[config.mk]
export PLATFORM = sky130hd
export DESIGN_NAME = iibs_ctrl
export DESIGN_NICKNAME = d
export VERILOG_FILES = /design/src/hdl/iibs_pkg.sv /design/src/hdl/iibs_ctrl.sv
export SDC_FILE = /design/constraint.sdc
export NUM_CORES = 1
export LEC_CHECK = 0
export BUFFER_PORTS_ARGS = -buffer_cell sky130_fd_sc_hd__buf_2
export CAP_MARGIN = 20
export CORE_UTILIZATION = 56
export CTS_BUF_LIST = sky130_fd_sc_hd__clkbuf_8 sky130_fd_sc_hd__clkbuf_16
export CTS_CLUSTER_SIZE = 30
export DETAILED_ROUTE_END_ITERATION = 12
export HOLD_SLACK_MARGIN = 0.15
export PLACE_DENSITY = 0.83
export SYNTH_ARGS = -nofsm -noshare
export SYNTH_HDL_FRONTEND = slang
export SYNTH_SLANG_ARGS = --single-unit
[constraint.sdc]
create_clock -name clock -period 6.5 [get_ports clock]
set_clock_uncertainty 0.1 [all_clocks]
set_input_delay 0.325 -clock clock [delete_from_list [all_inputs] [get_ports clock]]
set_output_delay 0.325 -clock clock [all_outputs]
set_load 0.005 [all_outputs]
[src/hdl/iibs_pkg.sv]
// Shared types and constants for the sorted ID table search block.
package iibs_pkg;

   localparam int ID_W    = 24;
   localparam int IDX_W   = 17;
   localparam int OFS_W   = 20;
   localparam int COUNT_W = 18;
   localparam int CSR_IDX_W = 2;

   localparam logic [ID_W-1:0]  HDR_MAGIC = 24'h300A01;
   localparam logic [OFS_W-1:0] REC_BASE  = 20'd9;

   localparam logic CMD_WRITE  = 1'b0;
   localparam logic CMD_SEARCH = 1'b1;

   localparam logic [CSR_IDX_W-1:0] CSR_ENTRY_COUNT = 2'd0;
   localparam logic [CSR_IDX_W-1:0] CSR_HEADER_WORD = 2'd1;

   typedef struct packed {
      logic [COUNT_W-1:0] entry_count;
      logic [ID_W-1:0]    header_word;
   } cfg_type;

   typedef enum logic {
      ST_IDLE,
      ST_PROBE
   } state_type;

endpackage

[src/hdl/iibs_ctrl.sv]
// Command decode and binary search sequencer for the ID table.
module iibs_ctrl #(
   parameter  int TABLE_DEPTH = 131072,
   localparam int AW          = (TABLE_DEPTH > 1) ? $clog2(TABLE_DEPTH) : 1
) (
   input  logic                          clock,
   input  logic                          reset,
   input  iibs_pkg::cfg_type             cfg,
   input  logic                          start,
   output logic                          busy,
   input  logic                          req_command,
   input  logic [iibs_pkg::IDX_W-1:0]    req_entry_index,
   input  logic [iibs_pkg::ID_W-1:0]     req_key,
   output logic                          mem_we,
   output logic [AW-1:0]                 mem_waddr,
   output logic [iibs_pkg::ID_W-1:0]     mem_wdata,
   output logic                          mem_re,
   output logic [AW-1:0]                 mem_raddr,
   input  logic [iibs_pkg::ID_W-1:0]     mem_rdata,
   output logic                          rsp_valid,
   output logic                          rsp_found,
   output logic [iibs_pkg::IDX_W-1:0]    rsp_match_index,
   output logic [iibs_pkg::OFS_W-1:0]    rsp_record_offset
);

   localparam int DW = $clog2(TABLE_DEPTH + 1);
   localparam int CW = (DW > iibs_pkg::COUNT_W) ? DW : iibs_pkg::COUNT_W;
   localparam int SW = CW + 1;
   localparam int OW = (CW > iibs_pkg::OFS_W) ? CW : iibs_pkg::OFS_W;

   iibs_pkg::state_type state_ff, state_in;

   logic signed [SW-1:0]       first_ff, first_in, last_ff, last_in;
   logic [CW-1:0]              mid_ff, mid_in;
   logic [iibs_pkg::ID_W-1:0]  key_ff, key_in;
   logic                       rsp_valid_ff, rsp_valid_in;
   logic                       rsp_found_ff, rsp_found_in;
   logic [CW-1:0]              rsp_mid_ff, rsp_mid_in;

   logic                       accept;
   logic [CW-1:0]              count_ext, depth_c, count_sat, mid0;
   logic [CW-1:0]              idx_ext;
   logic                       hdr_ok;
   logic signed [SW-1:0]       mid_s, first_n, last_n;
   logic                       go_on;
   logic [CW:0]                sum_n;
   logic [OW-1:0]              mid_o;
   logic [iibs_pkg::OFS_W-1:0] mid20;

   assign accept    = start && !busy;
   assign busy      = (state_ff != iibs_pkg::ST_IDLE);
   assign count_ext = CW'(cfg.entry_count);
   assign depth_c   = CW'(TABLE_DEPTH);
   assign count_sat = (count_ext > depth_c) ? depth_c : count_ext;
   assign mid0      = (count_sat - CW'(1)) >> 1;
   assign hdr_ok    = (cfg.header_word == iibs_pkg::HDR_MAGIC);
   assign idx_ext   = CW'(req_entry_index);

   // Writes go straight to the table on acceptance.
   assign mem_we    = accept && (req_command == iibs_pkg::CMD_WRITE) && (idx_ext < depth_c);
   assign mem_waddr = idx_ext[AW-1:0];
   assign mem_wdata = req_key;

   // Narrowing of the probe range after a compare.
   assign mid_s = $signed({1'b0, mid_ff});
   always_comb begin
      first_n = first_ff;
      last_n  = last_ff;
      if (mem_rdata < key_ff) begin
         first_n = mid_s + SW'(1);
      end else begin
         last_n = mid_s - SW'(1);
      end
   end
   assign go_on = (first_n <= last_n);
   // Both bounds are non-negative whenever the search goes on.
   assign sum_n = {1'b0, first_n[CW-1:0]} + {1'b0, last_n[CW-1:0]};

   always_comb begin
      state_in     = state_ff;
      first_in     = first_ff;
      last_in      = last_ff;
      mid_in       = mid_ff;
      key_in       = key_ff;
      rsp_valid_in = 1'b0;
      rsp_found_in = 1'b0;
      rsp_mid_in   = '0;
      mem_re       = 1'b0;
      mem_raddr    = mid0[AW-1:0];
      unique case (state_ff)
         iibs_pkg::ST_IDLE: begin
            if (accept && (req_command == iibs_pkg::CMD_SEARCH)) begin
               if (!hdr_ok || (count_sat == '0)) begin
                  rsp_valid_in = 1'b1;
               end else begin
                  mem_re   = 1'b1;
                  first_in = '0;
                  last_in  = $signed({1'b0, count_sat}) - SW'(1);
                  mid_in   = mid0;
                  key_in   = req_key;
                  state_in = iibs_pkg::ST_PROBE;
               end
            end
         end
         iibs_pkg::ST_PROBE: begin
            if (mem_rdata == key_ff) begin
               rsp_valid_in = 1'b1;
               rsp_found_in = 1'b1;
               rsp_mid_in   = mid_ff;
               state_in     = iibs_pkg::ST_IDLE;
            end else if (go_on) begin
               mem_re    = 1'b1;
               mem_raddr = sum_n[AW:1];
               first_in  = first_n;
               last_in   = last_n;
               mid_in    = sum_n[CW:1];
            end else begin
               rsp_valid_in = 1'b1;
               state_in     = iibs_pkg::ST_IDLE;
            end
         end
         default: begin
            state_in = iibs_pkg::ST_IDLE;
         end
      endcase
   end

   always_ff @(posedge clock) begin
      if (reset) begin
         state_ff     <= iibs_pkg::ST_IDLE;
         rsp_valid_ff <= 1'b0;
      end else begin
         state_ff     <= state_in;
         rsp_valid_ff <= rsp_valid_in;
      end
   end

   always_ff @(posedge clock) begin
      first_ff     <= first_in;
      last_ff      <= last_in;
      mid_ff       <= mid_in;
      key_ff       <= key_in;
      rsp_found_ff <= rsp_found_in;
      rsp_mid_ff   <= rsp_mid_in;
   end

   // Offset = index*6 + 9, kept to the field width.
   assign mid_o = OW'(rsp_mid_ff);
   assign mid20 = mid_o[iibs_pkg::OFS_W-1:0];

   assign rsp_valid         = rsp_valid_ff;
   assign rsp_found         = rsp_found_ff;
   assign rsp_match_index   = rsp_mid_ff[iibs_pkg::IDX_W-1:0];
   assign rsp_record_offset = rsp_found_ff ?
                              ((mid20 << 2) + (mid20 << 1) + iibs_pkg::REC_BASE) : '0;

endmodule

==> results.py <==
metrics = {
    "die": {
        "top_level_ports": 211,
        "core_sq_um": 15430,
        "dieArea_sq_um": 16570,
        "die-height_um": 128.7,
        "start_util": 0.5829,
        "dieWidth_um": 128.7,
        "rows": 45,
    },
    "route": {
        "wl_um": 23220,
        "met3_wirelength_um": 2259,
        "avgRoutedWirePerCell_um": 17.01,
        "vias_per_cell": 6.031,
        "ant_nets": 0,
        "first_pass_iters": 6,
        "drtIter0Drc": 760,
        "num_vias": 8232,
        "highest_layer": "met4",
        "met2_length_um": 10680,
        "drc": 0,
        "wl_met1_um": 9611,
    },
    "worst_setup_path": {
        "reg2reg_to": "mid_ff[7]",
        "critPathLaunchType": "flip-flop",
        "setup.worst_path.start": "key_ff[1]",
        "crit_top_cell": "ha_1",
        "worst_ep_required_time_ps": 6070,
        "cp.depth": 18,
        "crit_path_end": "mem_raddr[4]",
        "cp_slowest_cell": "nand2_1",
        "critPathTopFamily": "simple AND/OR/NAND/NOR gates",
        "rr_startpoint": "key_ff[1]",
        "reg2reg_setup_slack_ps": 1080,
        "r2r_cells": 17,
        "crit_arrival_ps": 5390,
        "max_stage_delay_ps": 580,
        "crit_path_max_fanout": 19,
        "crit_type": "reg -> out",
        "worstPathCellList": "inv_1 -> ha_1 -> nor2b_1 -> o21a_1 -> o21ai_1 -> a211oi_1 -> o31ai_4 -> nand2_1 -> mux2_2 -> ha_1 -> or4_1 -> nor2_1 -> nand4_1 -> a21oi_1 -> a21o_1 -> and2_0 -> a31oi_1 -> buf_2",
        "crit_buf_inv": 2,
        "end_kind": "output port",
    },
    "global_route": {
        "grt_pass1_vias": 7547,
        "globalRouteOverflowTotal": 0,
        "grt_pass1_wl_um": 36630,
        "grt_antenna_before_repair": 0,
        "grt.total_usage": 0.2822,
        "grt_start_max_net_pins": 40,
    },
    "final_layout": {
        "area_growth_syn_to_layout_pct": 13.54,
        "final_util": 0.6618,
        "drive_above_1_share": 0.1984,
        "fillers": 1236,
        "fin_nets": 1359,
        "final_area_sq_um": 10210,
        "antenna_cells": 0,
    },
    "place": {
        "gp_congestion": 0.9446,
        "dp_hpwl_um": 17010,
        "io_buffers": 176,
        "placed_cell_area_sq_um": 9614,
    },
    "power_and_ir_drop": {
        "vdd_drop_max_uv": 127.3,
        "powerDensity_nw_per_um2": 157.7,
        "swShare": 0.2557,
        "seqPwrFrac": 0.431,
        "power_frac_comb": 0.182,
        "pwr-share-clk": 0.387,
        "power_leakage_uw": 0.004687,
        "netSwitchingPower_uw": 411.9,
        "power.internal_uw": 1199,
    },
    "sta": {
        "finalCriticalPeriod_ps": 5817,
        "min_period_over_period": 0.8949,
        "grt_setup_unrepaired": "no",
        "slew_headroom": 0.3500,
        "hold_slack_ps": 209.1,
        "setup_viol": 0,
        "finalMaxSlewViolations": 0,
        "final-hold-violation-count": 0,
        "tns_ps": 0,
        "worst_pin_slew_ps": 973.9,
        "max_freq_mhz": 171.9,
    },
    "logic_synthesis": {
        "synthFlopType": "edfxtp_1",
        "syn_inst": 1032,
        "synth_edf_count": 80,
        "yosys.cell_types.count": 76,
        "yosysSeqAreaShare": 0.3139,
        "ys_warn_count": 0,
        "syn_avg_cell_area_sq_um": 8.714,
        "synthArstFlopShare": 0,
        "syn-cell-area_sq_um": 8992,
        "synth_nets": 1242,
        "ys_ff_latch": 101,
    },
    "clocking": {
        "tritoncts": "built",
        "clk_path_buf_depth": 2,
        "clk_pin_slew_ps": 70,
        "cts_made_buffers": 9,
        "cts_root_buffer": "clkbuf_16",
        "postCtsSetupRepairBufs": 0,
        "clock_latency_ps": 350,
        "h-tree-depth": 3,
        "clock-sinks": 101,
    },
    "status": {
        "run_status": "finished clean",
    },
    "hold_path": {
        "min_path_type": "in -> reg",
    },
    "job": {
        "max_cap_violations": 0,
    },
}
-- timing repair --
item / in CTS / in global routing
resized for setup: 0 / 0
hold buffers: 25 / 0
endpoints found under the hold margin: 26 / 0
-- worst reg2reg max path: stages, from the launching register on --
cell and delay [ps]:
edfxtp_1 320, inv_1 40, ha_1 270, nor2b_1 150, o21a_1 130, o21ai_1 60, a211oi_1 520, o31ai_4 140
nand2_1 580, mux2_2 420, ha_1 410, or4_1 570, nor2_1 120, nand4_1 110, a21oi_1 250, a21oi_2 70
nand2_2 510, buf_12 320
-- power by group through the flow --
stage / clock network, uW / registers, uW / logic (uW)
after floorplan: 0 / 710 / 187
after global placement: 0 / 709 / 266
after detailed placement: 0 / 709 / 270
after CTS: 625 / 695 / 284
after global routing: 647 / 695 / 319
final: 623 / 695 / 292
-- cell usage in the layout, fill, tap and decap left out, types with 8 or more instances in the layout --
cell type	netlist	final
mux2i_1	9	9
dfxtp_1	21	20
a31oi_1	13	13
nand2_1	73	72
nor3_1	57	57
xor2_1	23	23
nand3_1	26	26
nand4_1	15	15
or3_1	10	10
xnor2_1	34	34
o21a_1	19	19
a21o_1	21	21
clkbuf_16	0	9
nor2b_1	8	8
and3_1	12	12
buf_2	7	176
edfxtp_1	80	80
o31ai_1	11	10
o21ai_1	20	19
a21oi_1	70	70
nor2_1	76	76
inv_1	51	51
ha_1	97	97
buf_4	60	8
dlygate4sd3_1	0	25
o21ai_0	25	25
nor4_1	13	13
and2_1	42	42
-- kinds of logic after synthesis --
| family | Yosys count | synth area share |
|---|---|---|
| compound gates | 234 | 0.1705 |
| simple gates | 369 | 0.2116 |
| xor+xnor | 57 | 0.05552 |
| mux | 15 | 0.01753 |
| buf+inv | 157 | 0.09155 |
| fa+ha+maj | 99 | 0.1394 |
| flops | 101 | 0.3139 |
-- flip-flops by register name, indices dropped and copies added (netlist names) --
register and cells:
key_ff 24, mid_ff 18, busy 1, rsp_mid_ff 18, last_ff 19, rsp_found 1
rsp_valid 1, first_ff 19
-- cells in the mapped netlist (all sizes together) (5+ instances only) --
cell,n,share of area
o21a,19,0.016
a21oi,72,0.041
mux2i,9,0.010
a31oi,13,0.0090
nand3,26,0.014
and2,43,0.030
a21o,21,0.018
nor2b,8,0.0056
buf,71,0.056
nand2b,5,0.0035
o31ai,11,0.0092
a211oi,8,0.0072
nor3,58,0.033
dfxtp,21,0.047
ha,97,0.13
or2,5,0.0035
o21ai,47,0.027
or3,10,0.0070
o21bai,6,0.0050
nand4,15,0.010
and3,12,0.0083
nand2,73,0.030
xor2,23,0.022
clkbuf,33,0.014
xnor2,34,0.033
nor2,77,0.032
edfxtp,80,0.27
mux2,6,0.0075
inv,52,0.022
nor4,16,0.013
-- worst min path at each step --
stage | from | endpoint | slack (ps) | cells after the start
after floorplan | reset | rsp_valid | 290 | 1
after global placement | req_key[9] | key_ff[9] | 410 | 1
after detailed placement | req_key[5] | key_ff[5] | 420 | 1
after CTS | req_command | rsp_valid | 200 | 3
after global routing | req_command | rsp_valid | 210 | 3
final | start | rsp_valid | 210 | 3
-- per-layer routing --
| metal | vias up | global-route usage |
|---|---|---|
| li1 | 3915 | - |
| met1 | 3766 | 0.3756 |
| met2 | 488 | 0.4712 |
| met3 | 63 | 0.03202 |
| met4 | 0 | 0.1093 |
| met5 | - | 0 |
-- metrics by stage --
step	instances	setup slack, ps	power [uW]
final	1365	683.5	1611
after global routing	1365	403.2	1660
after CTS	1365	799.7	1604
after detailed placement	1324	1091	979.0
after global placement	1324	1236	975.7
after floorplan	1032	749.2	896.7
-- cell type report --
type | count | area [sq um] | area share
clock inverters | 7 | 120.1 | 0.01176
clock buffers | 9 | 225.2 | 0.02206
inverters | 53 | 198.9 | 0.01949
repair buffers | 210 | 1211 | 0.1186
multi-input cells | 774 | 5366 | 0.5256
flip-flops and latches | 101 | 2824 | 0.2766
well taps | 211 | 264.0 | 0.02586
No activity file was read; power rests on OpenSTA's default activity.
